File: src/hdl/bhpq_pkg.sv
// Shared types, constants and helpers of the binary heap priority queue.
package bhpq_pkg;

  localparam int unsigned DEF_CAPACITY = 256;
  localparam int unsigned KEY_W        = 16;
  localparam int unsigned NODE_W       = 8;
  localparam int unsigned OCC_W        = 9;
  localparam int unsigned STATUS_W     = 2;
  localparam int unsigned CFG_ADDR_W   = 3;
  localparam int unsigned CFG_DATA_W   = 32;

  typedef enum logic {
    OP_INSERT = 1'b0,
    OP_REMOVE = 1'b1
  } op_e;

  typedef enum logic [STATUS_W-1:0] {
    ST_OK    = 2'd0,
    ST_EMPTY = 2'd1,
    ST_FULL  = 2'd2
  } status_e;

  typedef enum logic {
    MODE_MAX = 1'b0,
    MODE_MIN = 1'b1
  } mode_e;

  // register index is paddr[2]
  typedef enum logic {
    REG_ORDER_MODE = 1'b0,
    REG_NONE       = 1'b1
  } reg_idx_e;

  localparam mode_e ORDER_MODE_RST = MODE_MIN;

  typedef struct packed {
    logic [KEY_W-1:0]  key;
    logic [NODE_W-1:0] from_node;
    logic [NODE_W-1:0] to_node;
  } entry_t;

  // true when key a must sit above key b
  function automatic logic goes_above(logic [KEY_W-1:0] a, logic [KEY_W-1:0] b, mode_e mode);
    logic res;
    res = (mode == MODE_MIN) ? (a < b) : (a > b);
    return res;
  endfunction

endpackage

File: src/hdl/bhpq_ifs.sv
// Valid/ready channel interfaces for heap commands and heap results.
interface bhpq_in_if import bhpq_pkg::*; ();
  logic              valid;
  logic              ready;
  logic              op;
  logic [KEY_W-1:0]  key;
  logic [NODE_W-1:0] edge_from;
  logic [NODE_W-1:0] edge_to;

  modport source (output valid, op, key, edge_from, edge_to, input ready);
  modport sink   (input valid, op, key, edge_from, edge_to, output ready);
endinterface

interface bhpq_out_if import bhpq_pkg::*; ();
  logic                valid;
  logic                ready;
  logic [STATUS_W-1:0] status;
  logic [KEY_W-1:0]    out_key;
  logic [NODE_W-1:0]   out_from;
  logic [NODE_W-1:0]   out_to;
  logic [OCC_W-1:0]    occupancy;

  modport source (output valid, status, out_key, out_from, out_to, occupancy, input ready);
  modport sink   (input valid, status, out_key, out_from, out_to, occupancy, output ready);
endinterface

File: src/hdl/bhpq_ctrl.sv
// Sift sequencer: walks the heap in memory for insert and remove, owns count and result beat.
module bhpq_ctrl import bhpq_pkg::*; #(
  parameter int unsigned CAPACITY = DEF_CAPACITY,
  parameter int unsigned AW       = 8,
  parameter int unsigned CW       = 9
) (
  input  logic          clk_i,
  input  logic          rst_ni,
  input  mode_e         mode_i,
  output logic          heap_empty_o,
  bhpq_in_if.sink       in_ch,
  bhpq_out_if.source    out_ch,
  output logic          mem_we_o,
  output logic [AW-1:0] mem_waddr_o,
  output entry_t        mem_wdata_o,
  output logic [AW-1:0] mem_raddr_o,
  input  entry_t        mem_rdata_i
);

  typedef enum logic [3:0] {
    S_IDLE, S_INS_RD, S_INS_CMP, S_RM_TOP, S_RM_LAST,
    S_DN_CHK, S_DN_C1, S_DN_C2, S_DONE
  } state_e;

  state_e        state_q;
  logic [CW-1:0] cnt_q;
  logic [CW-1:0] hole_q;      // insert hole, 1-based
  logic [CW-1:0] par_q;       // sift-down hole, 1-based
  logic [CW:0]   child_q;     // sift-down child, 1-based
  entry_t        item_q;
  entry_t        top_q;
  entry_t        last_q;
  entry_t        best_q;
  status_e       res_status_q;
  entry_t        res_ent_q;

  logic                out_valid_q;
  logic [STATUS_W-1:0] out_status_q;
  entry_t              out_ent_q;
  logic [OCC_W-1:0]    out_occ_q;

  logic          in_fire;
  logic          out_free;
  logic [CW-1:0] hole_m1;
  logic [CW-1:0] hole_par_m1;
  logic [CW-1:0] par_m1;
  logic [CW-1:0] cnt_m1;
  logic [CW:0]   child_m1;
  logic [CW:0]   cnt_ext;
  entry_t        cand;
  logic [CW:0]   cand_idx;
  logic          cand_moves;
  logic          ins_moves;

  assign in_fire      = in_ch.valid && in_ch.ready;
  assign out_free     = !out_valid_q || out_ch.ready;
  assign in_ch.ready  = (state_q == S_IDLE);
  assign heap_empty_o = (cnt_q == '0);

  assign hole_m1     = hole_q - CW'(1);
  assign hole_par_m1 = (hole_q >> 1) - CW'(1);
  assign par_m1      = par_q - CW'(1);
  assign cnt_m1      = cnt_q - CW'(1);
  assign child_m1    = child_q - (CW+1)'(1);
  assign cnt_ext     = {1'b0, cnt_q};
  assign ins_moves   = goes_above(item_q.key, mem_rdata_i.key, mode_i);

  // best child of the current level
  always_comb begin
    if (state_q == S_DN_C2 && goes_above(mem_rdata_i.key, best_q.key, mode_i)) begin
      cand     = mem_rdata_i;
      cand_idx = child_q + (CW+1)'(1);
    end else if (state_q == S_DN_C2) begin
      cand     = best_q;
      cand_idx = child_q;
    end else begin
      cand     = mem_rdata_i;
      cand_idx = child_q;
    end
    cand_moves = goes_above(cand.key, last_q.key, mode_i);
  end

  // memory port requests
  always_comb begin
    mem_we_o    = 1'b0;
    mem_waddr_o = '0;
    mem_wdata_o = item_q;
    mem_raddr_o = '0;
    unique case (state_q)
      S_INS_RD: begin
        if (hole_q > CW'(1)) begin
          mem_raddr_o = hole_par_m1[AW-1:0];
        end else begin
          mem_we_o    = 1'b1;
          mem_waddr_o = hole_m1[AW-1:0];
        end
      end
      S_INS_CMP: begin
        mem_we_o    = 1'b1;
        mem_waddr_o = hole_m1[AW-1:0];
        mem_wdata_o = ins_moves ? mem_rdata_i : item_q;
      end
      S_RM_TOP: begin
        mem_raddr_o = cnt_m1[AW-1:0];
      end
      S_DN_CHK: begin
        if (child_q <= cnt_ext) begin
          mem_raddr_o = child_m1[AW-1:0];
        end else begin
          mem_we_o    = 1'b1;
          mem_waddr_o = par_m1[AW-1:0];
          mem_wdata_o = last_q;
        end
      end
      S_DN_C1: begin
        if (child_q < cnt_ext) begin
          mem_raddr_o = child_q[AW-1:0];
        end else begin
          mem_we_o    = 1'b1;
          mem_waddr_o = par_m1[AW-1:0];
          mem_wdata_o = cand_moves ? cand : last_q;
        end
      end
      S_DN_C2: begin
        mem_we_o    = 1'b1;
        mem_waddr_o = par_m1[AW-1:0];
        mem_wdata_o = cand_moves ? cand : last_q;
      end
      S_IDLE, S_RM_LAST, S_DONE: begin
        mem_raddr_o = '0;
      end
      default: begin
        mem_raddr_o = '0;
      end
    endcase
  end

  // sequencer, count and result beat
  always_ff @(posedge clk_i or negedge rst_ni) begin
    if (!rst_ni) begin
      state_q      <= S_IDLE;
      cnt_q        <= '0;
      out_valid_q  <= 1'b0;
      res_status_q <= ST_OK;
    end else begin
      // result taken; a new one loaded in S_DONE replaces it
      if (out_valid_q && out_ch.ready && state_q != S_DONE) begin
        out_valid_q <= 1'b0;
      end
      unique case (state_q)
        S_IDLE: begin
          if (in_fire) begin
            res_ent_q <= '0;
            if (in_ch.op == OP_INSERT) begin
              if (cnt_q >= CW'(CAPACITY)) begin
                res_status_q <= ST_FULL;
                state_q      <= S_DONE;
              end else begin
                res_status_q <= ST_OK;
                item_q  <= '{key: in_ch.key, from_node: in_ch.edge_from,
                             to_node: in_ch.edge_to};
                hole_q  <= cnt_q + CW'(1);
                state_q <= S_INS_RD;
              end
            end else if (cnt_q == '0) begin
              res_status_q <= ST_EMPTY;
              state_q      <= S_DONE;
            end else begin
              res_status_q <= ST_OK;
              state_q      <= S_RM_TOP;
            end
          end
        end
        S_INS_RD: begin
          if (hole_q > CW'(1)) begin
            state_q <= S_INS_CMP;
          end else begin
            cnt_q   <= cnt_q + CW'(1);
            state_q <= S_DONE;
          end
        end
        S_INS_CMP: begin
          if (ins_moves) begin
            hole_q  <= hole_q >> 1;
            state_q <= S_INS_RD;
          end else begin
            cnt_q   <= cnt_q + CW'(1);
            state_q <= S_DONE;
          end
        end
        S_RM_TOP: begin
          top_q   <= mem_rdata_i;
          state_q <= S_RM_LAST;
        end
        S_RM_LAST: begin
          last_q  <= mem_rdata_i;
          cnt_q   <= cnt_m1;
          par_q   <= CW'(1);
          child_q <= (CW+1)'(2);
          state_q <= S_DN_CHK;
        end
        S_DN_CHK: begin
          if (child_q <= cnt_ext) begin
            state_q <= S_DN_C1;
          end else begin
            res_ent_q <= top_q;
            state_q   <= S_DONE;
          end
        end
        S_DN_C1, S_DN_C2: begin
          if (state_q == S_DN_C1 && child_q < cnt_ext) begin
            best_q  <= mem_rdata_i;
            state_q <= S_DN_C2;
          end else if (cand_moves) begin
            par_q   <= cand_idx[CW-1:0];
            child_q <= {cand_idx[CW-1:0], 1'b0};
            state_q <= S_DN_CHK;
          end else begin
            res_ent_q <= top_q;
            state_q   <= S_DONE;
          end
        end
        S_DONE: begin
          if (out_free) begin
            out_valid_q  <= 1'b1;
            out_status_q <= res_status_q;
            out_ent_q    <= res_ent_q;
            out_occ_q    <= OCC_W'(cnt_q);
            state_q      <= S_IDLE;
          end
        end
        default: begin
          state_q <= S_IDLE;
        end
      endcase
    end
  end

  assign out_ch.valid     = out_valid_q;
  assign out_ch.status    = out_status_q;
  assign out_ch.out_key   = out_ent_q.key;
  assign out_ch.out_from  = out_ent_q.from_node;
  assign out_ch.out_to    = out_ent_q.to_node;
  assign out_ch.occupancy = out_occ_q;

  // count stays within capacity
  a_cnt_bound: assert property (@(posedge clk_i) disable iff (!rst_ni)
    cnt_q <= CW'(CAPACITY))
    else $error("heap count beyond capacity");

  // memory is never written while idle or holding a result
  a_no_idle_write: assert property (@(posedge clk_i) disable iff (!rst_ni)
    (state_q == S_IDLE || state_q == S_DONE) |-> !mem_we_o)
    else $error("memory write outside a sift");

  // remove on empty heap goes straight to the result with empty status
  a_empty_remove: assert property (@(posedge clk_i) disable iff (!rst_ni)
    (in_fire && in_ch.op == OP_REMOVE && cnt_q == '0)
      |=> (state_q == S_DONE && res_status_q == ST_EMPTY))
    else $error("remove on empty heap not flagged");

  // count only moves while an item is in flight
  a_cnt_quiet: assert property (@(posedge clk_i) disable iff (!rst_ni)
    (state_q == S_IDLE) |=> $stable(cnt_q))
    else $error("count changed while idle");

endmodule
File: src/flat_wrapper.sv
// flat-port wrapper written by rule: the top's interface ports become plain ports
module bhpq_ctrl_flat import bhpq_pkg::*;
#(
  parameter int unsigned CAPACITY = DEF_CAPACITY,
  parameter int unsigned AW       = 8,
  parameter int unsigned CW       = 9
)
  (clk_i, rst_ni, mode_i, heap_empty_o, mem_we_o, mem_waddr_o, mem_wdata_o, mem_raddr_o, mem_rdata_i, in_ch_valid, in_ch_op, in_ch_key, in_ch_edge_from, in_ch_edge_to, in_ch_ready, out_ch_valid, out_ch_status, out_ch_out_key, out_ch_out_from, out_ch_out_to, out_ch_occupancy, out_ch_ready);
  bhpq_in_if in_ch_i ();
  bhpq_out_if out_ch_i ();
  input  logic clk_i;
  input  logic rst_ni;
  input  mode_e mode_i;
  output logic heap_empty_o;
  output logic mem_we_o;
  output logic [AW-1:0] mem_waddr_o;
  output entry_t mem_wdata_o;
  output logic [AW-1:0] mem_raddr_o;
  input  entry_t mem_rdata_i;
  input wire logic [$bits(in_ch_i.valid)-1:0] in_ch_valid;
  input wire logic [$bits(in_ch_i.op)-1:0] in_ch_op;
  input wire logic [$bits(in_ch_i.key)-1:0] in_ch_key;
  input wire logic [$bits(in_ch_i.edge_from)-1:0] in_ch_edge_from;
  input wire logic [$bits(in_ch_i.edge_to)-1:0] in_ch_edge_to;
  output wire logic [$bits(in_ch_i.ready)-1:0] in_ch_ready;
  output wire logic [$bits(out_ch_i.valid)-1:0] out_ch_valid;
  output wire logic [$bits(out_ch_i.status)-1:0] out_ch_status;
  output wire logic [$bits(out_ch_i.out_key)-1:0] out_ch_out_key;
  output wire logic [$bits(out_ch_i.out_from)-1:0] out_ch_out_from;
  output wire logic [$bits(out_ch_i.out_to)-1:0] out_ch_out_to;
  output wire logic [$bits(out_ch_i.occupancy)-1:0] out_ch_occupancy;
  input wire logic [$bits(out_ch_i.ready)-1:0] out_ch_ready;
  assign in_ch_i.valid = in_ch_valid;
  assign in_ch_i.op = in_ch_op;
  assign in_ch_i.key = in_ch_key;
  assign in_ch_i.edge_from = in_ch_edge_from;
  assign in_ch_i.edge_to = in_ch_edge_to;
  assign in_ch_ready = in_ch_i.ready;
  assign out_ch_valid = out_ch_i.valid;
  assign out_ch_status = out_ch_i.status;
  assign out_ch_out_key = out_ch_i.out_key;
  assign out_ch_out_from = out_ch_i.out_from;
  assign out_ch_out_to = out_ch_i.out_to;
  assign out_ch_occupancy = out_ch_i.occupancy;
  assign out_ch_i.ready = out_ch_ready;
  bhpq_ctrl #(.CAPACITY(CAPACITY), .AW(AW), .CW(CW)) u_core (.clk_i(clk_i), .rst_ni(rst_ni), .mode_i(mode_i), .heap_empty_o(heap_empty_o), .in_ch(in_ch_i), .out_ch(out_ch_i), .mem_we_o(mem_we_o), .mem_waddr_o(mem_waddr_o), .mem_wdata_o(mem_wdata_o), .mem_raddr_o(mem_raddr_o), .mem_rdata_i(mem_rdata_i));
endmodule
File: config.mk
export PLATFORM = sky130hd
export DESIGN_NAME = bhpq_ctrl_flat
export DESIGN_NICKNAME = d
export VERILOG_FILES = /design/src/hdl/bhpq_pkg.sv /design/src/hdl/bhpq_ifs.sv /design/src/hdl/bhpq_ctrl.sv /design/src/flat_wrapper.sv
export SDC_FILE = /design/constraint.sdc
export NUM_CORES = 1
export LEC_CHECK = 0
export ABC_AREA = 1
export BUFFER_PORTS_ARGS = -buffer_cell sky130_fd_sc_hd__buf_2
export CAP_MARGIN = 20
export CORE_MARGIN = 3
export CORE_UTILIZATION = 65
export CTS_BUF_LIST = sky130_fd_sc_hd__clkbuf_8
export DETAILED_ROUTE_END_ITERATION = 8
export GPL_ROUTABILITY_DRIVEN = 0
export PLACE_DENSITY_LB_ADDON = 0.25
export SYNTH_ARGS = -nofsm -noshare
export SYNTH_HDL_FRONTEND = slang
export SYNTH_SLANG_ARGS = --single-unit
File: constraint.sdc
create_clock -name clk_i -period 7.2 [get_ports clk_i]
set_clock_uncertainty 0.15 [all_clocks]
set_input_delay 1.44 -clock clk_i [delete_from_list [all_inputs] [get_ports clk_i]]
set_output_delay 1.44 -clock clk_i [all_outputs]
set_load 0.005 [all_outputs]
==> flow_summary.ini, run 1 <==
[finish]
nets = 1612
post-route-util_pct = 76.13
stdcell_area_sq_um = 14290
syn_to_final_growth_pct = 14.54
drive_above_1_share_pct = 19.36
fin_cells = 1738

[power]
cellLeakagePower_nw = 6.506
power_density_nw_per_um2 = 296.4
vdd_ir_drop_max_mv = 0.1805

[grt]
grt_max_degree = 44
grt_pass1_wl_mm = 47.04
grt_usage_pct = 28.67
grt_pass1_vias = 9356
antenna_found_initial = 1
overflow = 0

[timing]
finalCritPeriodShare_pct = 94.62
hold_viol_final = 0
rsz0062_at_grt = false
relSlewSlack_pct = 65.03
final_max_slew_viol_count = 0
fmax_ghz = 0.1468
final.setup.tns_ns = 0
fin_crit_ns = 6.812
setup_viol = 0
worstMarginPinSlew_ns = 0.5233

[worst_setup_path]
slowest_delay_ns = 0.32
cp_common_cell = nand2_1
r2r_slack_ns = 2.84
critPathCaptureType = output pin
r2r_end = u_core.res_ent_q[10]
required_ns = 5.61
cp_slowest_cell = ha_1
critPathKind = input pin to output pin
path_delay_family = simple AND/OR/NAND/NOR gates
r2r_start = u_core.best_q[27]
crit_path_start_kind = input pin
worstPathMaxFanout = 32
cp.arrival_ns = 5.22
worst-path-buf-inv = 7
cp.depth = 26
rr_worst_depth = 24

[drt]
drc_errors = 0
viasPerCell = 5.658
first_iter_violations = 948
avgRoutedWirePerCell_microns = 17.22
ant_nets = 0
vias = 9834
drt-total-wl_mm = 29.92
drtPass1Iterations = 7

[worst_hold_path]
whs_endpoint = u_core.out_ch.out_key[0]
min_path_cells = 0
hold_path.class = flop to flop
hold_start = u_core.res_ent_q[16]

[clock_tree]
cts_sinks = 237
cts_tree = yes
postCtsSetupBuffers = 0
hold_buffers = 0
clk_latency_ns = 0.53
clock-root-buffer = clkbuf_8
cts_resized = 0
cts.path.max_buffers = 3
cts_max_level = 2
cts.clk_slew.worst_paths_ns = 0.06
cts_buffers = 39

[synth]
ys_types = 46
synthArstFlopShare_pct = 6.751
synth.most_common_cell = nand2_1
synth_area_leaders = edfxtp_1 (53%), nand2_1 (8.8%), ha_1 (6.3%)
synth_common_cells = nand2_1 (291), edfxtp_1 (221), inv_1 (173), nor2_1 (137), nand3_1 (84)
syn_nets = 1422
synth_area_sq_um = 12470
synth-edff-count = 221
synth.avg_cell_area_sq_um = 9.678
postSynthCellCount = 1289
yosysSeqAreaShare_pct = 56.41
ys.flop_type = edfxtp_1
ys_seq_elements = 237
yosysTopAreaCellShare_pct = 53.20
yosysTopAreaCell = edfxtp_1
yosysWarnings = 0

[die]
dieWidth_microns = 144.5
die_h_microns = 144.5
num_rows = 50
core_area_sq_um = 18770
initial_core_util_pct = 66.47
ios = 165
die_area_sq_um = 20890

[placed_design]
hpwl_mm = 21.63
postPlaceCellArea_sq_um = 13540
numPortBuffers = 164
placedCellCount = 1669

[job]
max-cap-violations = 0

[run_status]
status = finished, final reports clean
==> through the flow <==
step,total power [mW],setup slack (ns),hold slack (ns)
after floorplan,2.718,1.291,0.2503
after global placement,3.123,0.6084,0.2530
after detailed placement,3.158,0.4433,0.2545
after CTS,4.233,0.4392,0.2638
after global routing,4.486,0.005348,0.2733
final,4.235,0.3876,0.2656
==> where the power goes <==
| group | internal, mW | leakage [nW] | switching (mW) | total, mW |
|---|---|---|---|---|
| clock network | 0.572 | 0.398 | 0.504 | 1.08 |
| logic | 0.467 | 3.88 | 0.864 | 1.33 |
| registers | 1.73 | 2.23 | 0.0986 | 1.83 |
==> area by class of cell <==
cell class                      instances  area, sq um
Clock buffer                           42        578.1
Antenna cell                            1        2.502
Tap cell                              234        292.8
Multi-Input combinational cell        831         4581
Inverter                              191        716.9
Clock inverter                         23        127.6
Sequential cell                       237         7037
Timing Repair Buffer                  179        953.4
Fill cell                            1305         4479
==> flip-flops by register name, summed over array words and instances (netlist names), 4 cells and up <==
name,cells
u_core.top_q,32
u_core.best_q,32
u_core.res_ent_q,32
u_core.state_q,4
u_core.out_ch.out_from,8
u_core.last_q,32
u_core.cnt_q,9
u_core.par_q,7
u_core.out_ch.out_to,8
u_core.hole_q,9
u_core.out_ch.out_key,16
u_core.item_q,32
u_core.out_ch.occupancy,9
==> layout by cell type (no fill, tap or decap), drive strengths merged, types with 33 or more instances in the layout <==
| cell | n |
|---|---|
| buf | 179 |
| ha | 63 |
| clkbuf | 42 |
| inv | 200 |
| nand2 | 308 |
| o21ai | 54 |
| a21oi | 33 |
| nor2 | 146 |
| edfxtp | 221 |
| nand3 | 90 |
==> how the worst max path moves through the flow <==
stage               startpoint              end  slack (ns)
2_1_floorplan  mem_rdata_i[31]  mem_wdata_o[22]        1.29
3_3_place_gp   mem_rdata_i[27]  mem_wdata_o[14]        0.61
3_5_place_dp   mem_rdata_i[27]  mem_wdata_o[12]        0.44
4_1_cts        mem_rdata_i[27]  mem_wdata_o[12]        0.44
5_1_grt        mem_rdata_i[27]   mem_wdata_o[3]       0.005
6_report       mem_rdata_i[27]  mem_wdata_o[12]        0.39
==> per-layer routing <==
metal / vias to the layer above / wire (microns) / GRT usage [%]
li1: 4681 / - / -
met1: 4489 / 11980 / 39.30
met2: 574 / 14000 / 46.04
met3: 90 / 3009 / 5.423
met4: 0 / 932 / 10.60
met5: - / 0 / 0
==> cell families after synthesis <==
group	Yosys count	synth area share [%]
flops	237	56.41
fa+ha+maj	63	6.319
simple gates	615	22.32
compound gates	120	5.617
xor+xnor	32	2.247
buf+inv	222	7.091
No activity file was read; power rests on OpenSTA's default activity.
==> run 2: changes to the inputs <==
--- a/config.mk
+++ b/config.mk
@@ -9,7 +9,7 @@
 export BUFFER_PORTS_ARGS = -buffer_cell sky130_fd_sc_hd__buf_2
 export CAP_MARGIN = 20
 export CORE_MARGIN = 3
-export CORE_UTILIZATION = 65
+export CORE_UTILIZATION = 55
 export CTS_BUF_LIST = sky130_fd_sc_hd__clkbuf_8
 export DETAILED_ROUTE_END_ITERATION = 8
 export GPL_ROUTABILITY_DRIVEN = 0
==> run 2 against run 1 <==
Via count shrank 1.7%. Final area grew 1.3%. Highest routed layer unchanged. Routed wire length grew 2.3%. Sequential power is essentially flat. Worst hold slack gained 0.0031 ns. Non-clock buffer count grew 3. Clock power grew 9%. Critical path depth is the same. Core utilization shrank 10 points. Largest cell class unchanged. Critical path type unchanged. Maximum frequency shrank 2.3%. Critical endpoint is now mem_wdata_o[6]. Register-to-register slack lost 0.38 ns. Sequential share of layout area shrank 0.62 points.
==> flow_summary.ini, run 2 (synthesis gave the netlist of run 1 again) <==
[run_status]
status = finished, final reports clean

[drt]
drt-total-wl_mm = 30.60
first_iter_violations = 861
avgRoutedWirePerCell_microns = 17.03
wl_met2_mm = 13.85
drtPass1Iterations = 6
ant_nets = 0
viasPerCell = 5.380
drc_errors = 0
met3WireLength_mm = 2.149
dr.max_layer_used = met4
vias = 9667
wl_met1_mm = 13.50

[placed_design]
postPlaceCellArea_sq_um = 13600
place_ws_ns = 0.2369
numPortBuffers = 164
hpwl_mm = 21.56

[clock_tree]
clock-root-buffer = clkbuf_8
hold_buffers = 0
cts.path.max_buffers = 3
cts_sinks = 237
cts_tree = yes
cts_buffers = 42
clk_latency_ns = 0.55
cts_max_level = 2
cts.clk_slew.worst_paths_ns = 0.06

[power]
power_frac_seq_pct = 42.0
clkPwrFrac_pct = 27.2
cellLeakagePower_nw = 6.587
p_sw_mw = 1.522
comb_power_share_pct = 30.8
intPower_mw = 2.830
power_density_nw_per_um2 = 300.7
power_mw = 4.351
vdd_ir_drop_max_mv = 0.1736
swShare_pct = 34.97

[grt]
antenna_found_initial = 1
grt_max_degree = 44
grt_pass1_vias = 9167
grt_usage_pct = 24.57
grt_pass1_wl_mm = 47.53
overflow = 0

[timing]
finalCritPeriodShare_pct = 96.85
setup_viol = 0
setup_ws_ns = 0.2270
holdWs_ns = 0.2687
fin_crit_ns = 6.973
worstMarginPinSlew_ns = 0.5406
hold_viol_final = 0
final_max_slew_viol_count = 0
fmax_ghz = 0.1434
relSlewSlack_pct = 63.96

[worst_hold_path]
min_path_cells = 0
hold_path.class = flop to flop
whs_endpoint = u_core.out_ch.out_key[3]
hold_start = u_core.res_ent_q[19]

[die]
num_rows = 54
core_area_sq_um = 22030
die_h_microns = 156.6
dieWidth_microns = 156.6
die_area_sq_um = 24520
ios = 165
initial_core_util_pct = 56.63

[job]
max-cap-violations = 0

[finish]
multi_input_area_sq_um = 4571
stdcell_area_sq_um = 14470
syn_to_final_growth_pct = 16.00
nets = 1617
fillCellCount = 1821
seq_area_sq_um = 7037
final_cell_mix = nand2_1 (291), edfxtp_1 (221), inv_1 (186)
drive_above_1_share_pct = 19.67
post-route-util_pct = 65.70
mostFrequentLayoutCell = nand2_1

[worst_setup_path]
rr_worst_depth = 28
r2r_start = u_core.best_q[27]
r2r_slack_ns = 2.46
worstPathMaxFanout = 34
required_ns = 5.61
crit_path_start_kind = input pin
r2r_end = u_core.par_q[5]
slowest_delay_ns = 0.33
critPathCaptureType = output pin
critPathKind = input pin to output pin
cp_slowest_cell = ha_1
cp.arrival_ns = 5.38
cp_common_cell = nand2_1
run 2: cell count changes in the layout (fill, tap and decap cells not counted), sizes merged:
cell / previous run / this run
nand3: 90 / 89
inv: 200 / 204
clkbuf: 42 / 43
clkinv: 12 / 16
bufinv: 1 / 2
buf: 179 / 182
diode: 1 / 2
run 2: stage by stage:
step / instances / setup TNS [ns]
global route: 1796 / -0.01858
floorplan: 1289 / 0
detailed placement: 1716 / 0
global placement: 1716 / 0
finish: 1797 / 0
CTS: 1791 / 0
run 2: worst max-delay path, delay by kind of cell:
family	cells	cell delay, ns
AOI/OAI and AO/OA	3	0.43
and+or+nand+nor	14	1.87
adders and majority gates	2	0.64
buffers and inverters	7	0.98
run 2: what timing repair did:
item                                    in CTS  in global routing
buffers inserted                             0                  3
endpoints found under the setup margin       0                 28
gates resized for setup                      0                  1
hold endpoints to repair                     0                  0
run 2: how the worst max path moves through the flow:
| stage | startpoint | depth (start not counted) | end |
|---|---|---|---|
| 5_1_grt | mem_rdata_i[31] | 29 | mem_wdata_o[6] |
| 6_report | mem_rdata_i[27] | 26 | mem_wdata_o[6] |
| 3_5_place_dp | mem_rdata_i[27] | 26 | mem_wdata_o[19] |
| 4_1_cts | mem_rdata_i[27] | 26 | mem_wdata_o[19] |
| 2_1_floorplan | mem_rdata_i[31] | 25 | mem_wdata_o[22] |
| 3_3_place_gp | mem_rdata_i[27] | 26 | mem_wdata_o[21] |
run 2: area by class of cell:
| cell class | count | area share, % |
|---|---|---|
| Timing Repair Buffer | 182 | 6.943 |
| Antenna cell | 2 | 0.03459 |
| Tap cell | 280 | 2.421 |
| Inverter | 191 | 4.955 |
| Multi-Input combinational cell | 830 | 31.59 |
| Sequential cell | 237 | 48.63 |
| Clock buffer | 43 | 4.090 |
| Clock inverter | 32 | 1.340 |
run 2: metal layers:
metal,up-vias,GRT usage (%)
met2,422,37.77
met1,4454,34.66
met4,0,10.59
li1,4707,-
met3,84,4.314
met5,-,0
run 2: power groups by stage:
stage,clock network (mW),registers [mW],logic (mW)
5_1_grt,1.28,1.84,1.50
2_1_floorplan,0,1.83,0.890
3_3_place_gp,0,1.85,1.29
4_1_cts,1.21,1.83,1.32
3_5_place_dp,0,1.85,1.32
6_report,1.18,1.83,1.34
==> run 3: changes to the inputs <==
--- a/config.mk
+++ b/config.mk
@@ -10,7 +10,8 @@
 export CAP_MARGIN = 20
 export CORE_MARGIN = 3
 export CORE_UTILIZATION = 55
-export CTS_BUF_LIST = sky130_fd_sc_hd__clkbuf_8
+export CTS_BUF_LIST = sky130_fd_sc_hd__clkbuf_2
+export CTS_CLUSTER_SIZE = 14
 export DETAILED_ROUTE_END_ITERATION = 8
 export GPL_ROUTABILITY_DRIVEN = 0
 export PLACE_DENSITY_LB_ADDON = 0.25
==> run 3 against run 2 <==
First-iteration DRC count is 5.3% higher. Sequential cell count stayed put. Non-clock buffer count is 1 lower. Clock power is 22% lower. Worst hold slack better by 0.0086 ns. Sequential power hardly changed. Critical endpoint unchanged. Largest cell class unchanged. Combinational power hardly changed. Sequential share of layout area is 0.73 points higher.
==> flow_summary.ini, run 3 (synthesis gave the netlist of run 1 again) <==
[grt]
grt_pass1_vias = 9289
grtUsageMet3_pct = 4.563
grtUsageMet1_pct = 34.12
grt_use_met2_pct = 38.16
antenna_found_initial = 3
grt_usage_pct = 24.63
grt_pass1_wl_mm = 47.50
grt-busiest-layer = met2
overflow = 0
grt_max_degree = 44

[timing]
relSlewSlack_pct = 63.29
fin_crit_ns = 6.921
holdWs_ns = 0.2773
worstMarginPinSlew_ns = 0.5507
setup_viol = 0
setup_ws_ns = 0.2793
fmax_ghz = 0.1445
final_max_slew_viol_count = 0
finalCritPeriodShare_pct = 96.12
hold_viol_final = 0

[clock_tree]
clk_latency_ns = 0.89
cts.clk_slew.worst_paths_ns = 0.10
clock-root-buffer = clkbuf_2
cts_tree = yes
cts_sinks = 237
cts_buffers = 59
cts_max_level = 2
cts.path.max_buffers = 3

[finish]
multi_input_area_sq_um = 4571
syn_to_final_growth_pct = 14.29
fillCellCount = 1864
stdcell_area_sq_um = 14260
final_cell_mix = nand2_1 (291), edfxtp_1 (221), inv_1 (173)
post-route-util_pct = 64.73
mostFrequentLayoutCell = nand2_1
seq_area_sq_um = 7037
nets = 1633
drive_above_1_share_pct = 21.92

[drt]
vias = 9711
viasPerCell = 5.295
drt-total-wl_mm = 30.22
ant_nets = 0
avgRoutedWirePerCell_microns = 16.47
first_iter_violations = 907
drtPass1Iterations = 5
drc_errors = 0

[die]
dieWidth_microns = 156.6
core_area_sq_um = 22030
initial_core_util_pct = 56.63
die_h_microns = 156.6
num_rows = 54
die_area_sq_um = 24520
ios = 165

[worst_setup_path]
cp.arrival_ns = 5.33
worstPathMaxFanout = 34
crit_path_start_kind = input pin
critPathCaptureType = output pin
required_ns = 5.61
critPathKind = input pin to output pin

[power]
cellLeakagePower_nw = 6.560
vdd_ir_drop_max_mv = 0.1372
power_density_nw_per_um2 = 286.2

[placed_design]
postPlaceCellArea_sq_um = 13600
numPortBuffers = 164
place_ws_ns = 0.2369
hpwl_mm = 21.56

[run_status]
status = finished, final reports clean

[worst_hold_path]
hold_path.class = flop to flop

[job]
max-cap-violations = 0
[run 3: cell types whose count changed in the layout (fill, tap and decap cells not counted), moves of 2 or more]
cell / change
clkbuf_2: +90
clkbuf_8: -43
clkinv_1: +7
clkinv_2: -4
clkinv_4: +2
inv_1: -13
[run 3: worst paths after layout]
path	slack (ns)	start	to	cells after the start
max reg2reg	2.49	u_core.best_q[27]	u_core.par_q[5]	23
max	0.28	mem_rdata_i[27]	mem_wdata_o[6]	26
min	0.28	u_core.res_ent_q[6]	u_core.out_ch.out_to[6]	0
min in group asynchronous	0.30	rst_ni	u_core.cnt_q[1]	1
min reg2reg	0.28	u_core.res_ent_q[6]	u_core.out_ch.out_to[6]	0
max in group asynchronous	6.30	rst_ni	u_core.res_status_q[0]	1
[run 3: where the power goes]
part	switching [mW]	leakage, nW	internal (mW)	total [mW]
logic	0.868	3.90	0.470	1.34
clock network	0.542	0.434	0.377	0.918
registers	0.0983	2.23	1.73	1.82
total	1.51	6.56	2.57	4.08
[run 3: critical path, stage by stage]
cell	delay (ns)
buf_2	0.15
ha_1	0.31
nand2_1	0.08
nor2_1	0.22
nand2_1	0.09
nor2_1	0.12
nand2_1	0.11
nand4_2	0.22
nand3_4	0.21
buf_4	0.29
nand2_1	0.08
o21ai_1	0.08
ha_1	0.31
nand4_1	0.13
nor2_1	0.27
inv_1	0.07
o21ai_1	0.16
inv_1	0.05
nand2_1	0.07
nand2_2	0.08
buf_6	0.20
o21ai_0	0.17
inv_1	0.05
nand2_1	0.06
nand3b_1	0.12
buf_2	0.15
[run 3: what timing repair did]
item	4_1_cts	5_1_grt
hold endpoints to repair	0	0
endpoints found under the setup margin	0	31
gates resized for setup	0	1
setup buffers	0	2
hold buffers	0	0
[run 3: per-layer routing]
layer  part of all wire (%)  vias to the layer above
li1                       -                     4781
met1                     43                     4414
met2                     46                      433
met3                    7.5                       81
met4                    3.4                        2
met5                  0.043                        -
[run 3: final cells by class]
class / instances / share of cell area [%]
clock inverter: 22 / 0.8951
inverter: 191 / 5.029
clock buffer: 90 / 3.159
antenna: 3 / 0.05265
multi-input combinational: 830 / 32.06
sequential: 237 / 49.36
tap: 280 / 2.457
timing repair buffer: 181 / 6.994
[run 3: through the flow]
stage / std cells / power, mW / TNS [ns]
2_1_floorplan: 1289 / 2.718 / 0
3_3_place_gp: 1716 / 3.140 / 0
3_5_place_dp: 1716 / 3.170 / 0
4_1_cts: 1828 / 4.100 / 0
5_1_grt: 1833 / 4.366 / -0.03279
6_report: 1834 / 4.080 / 0
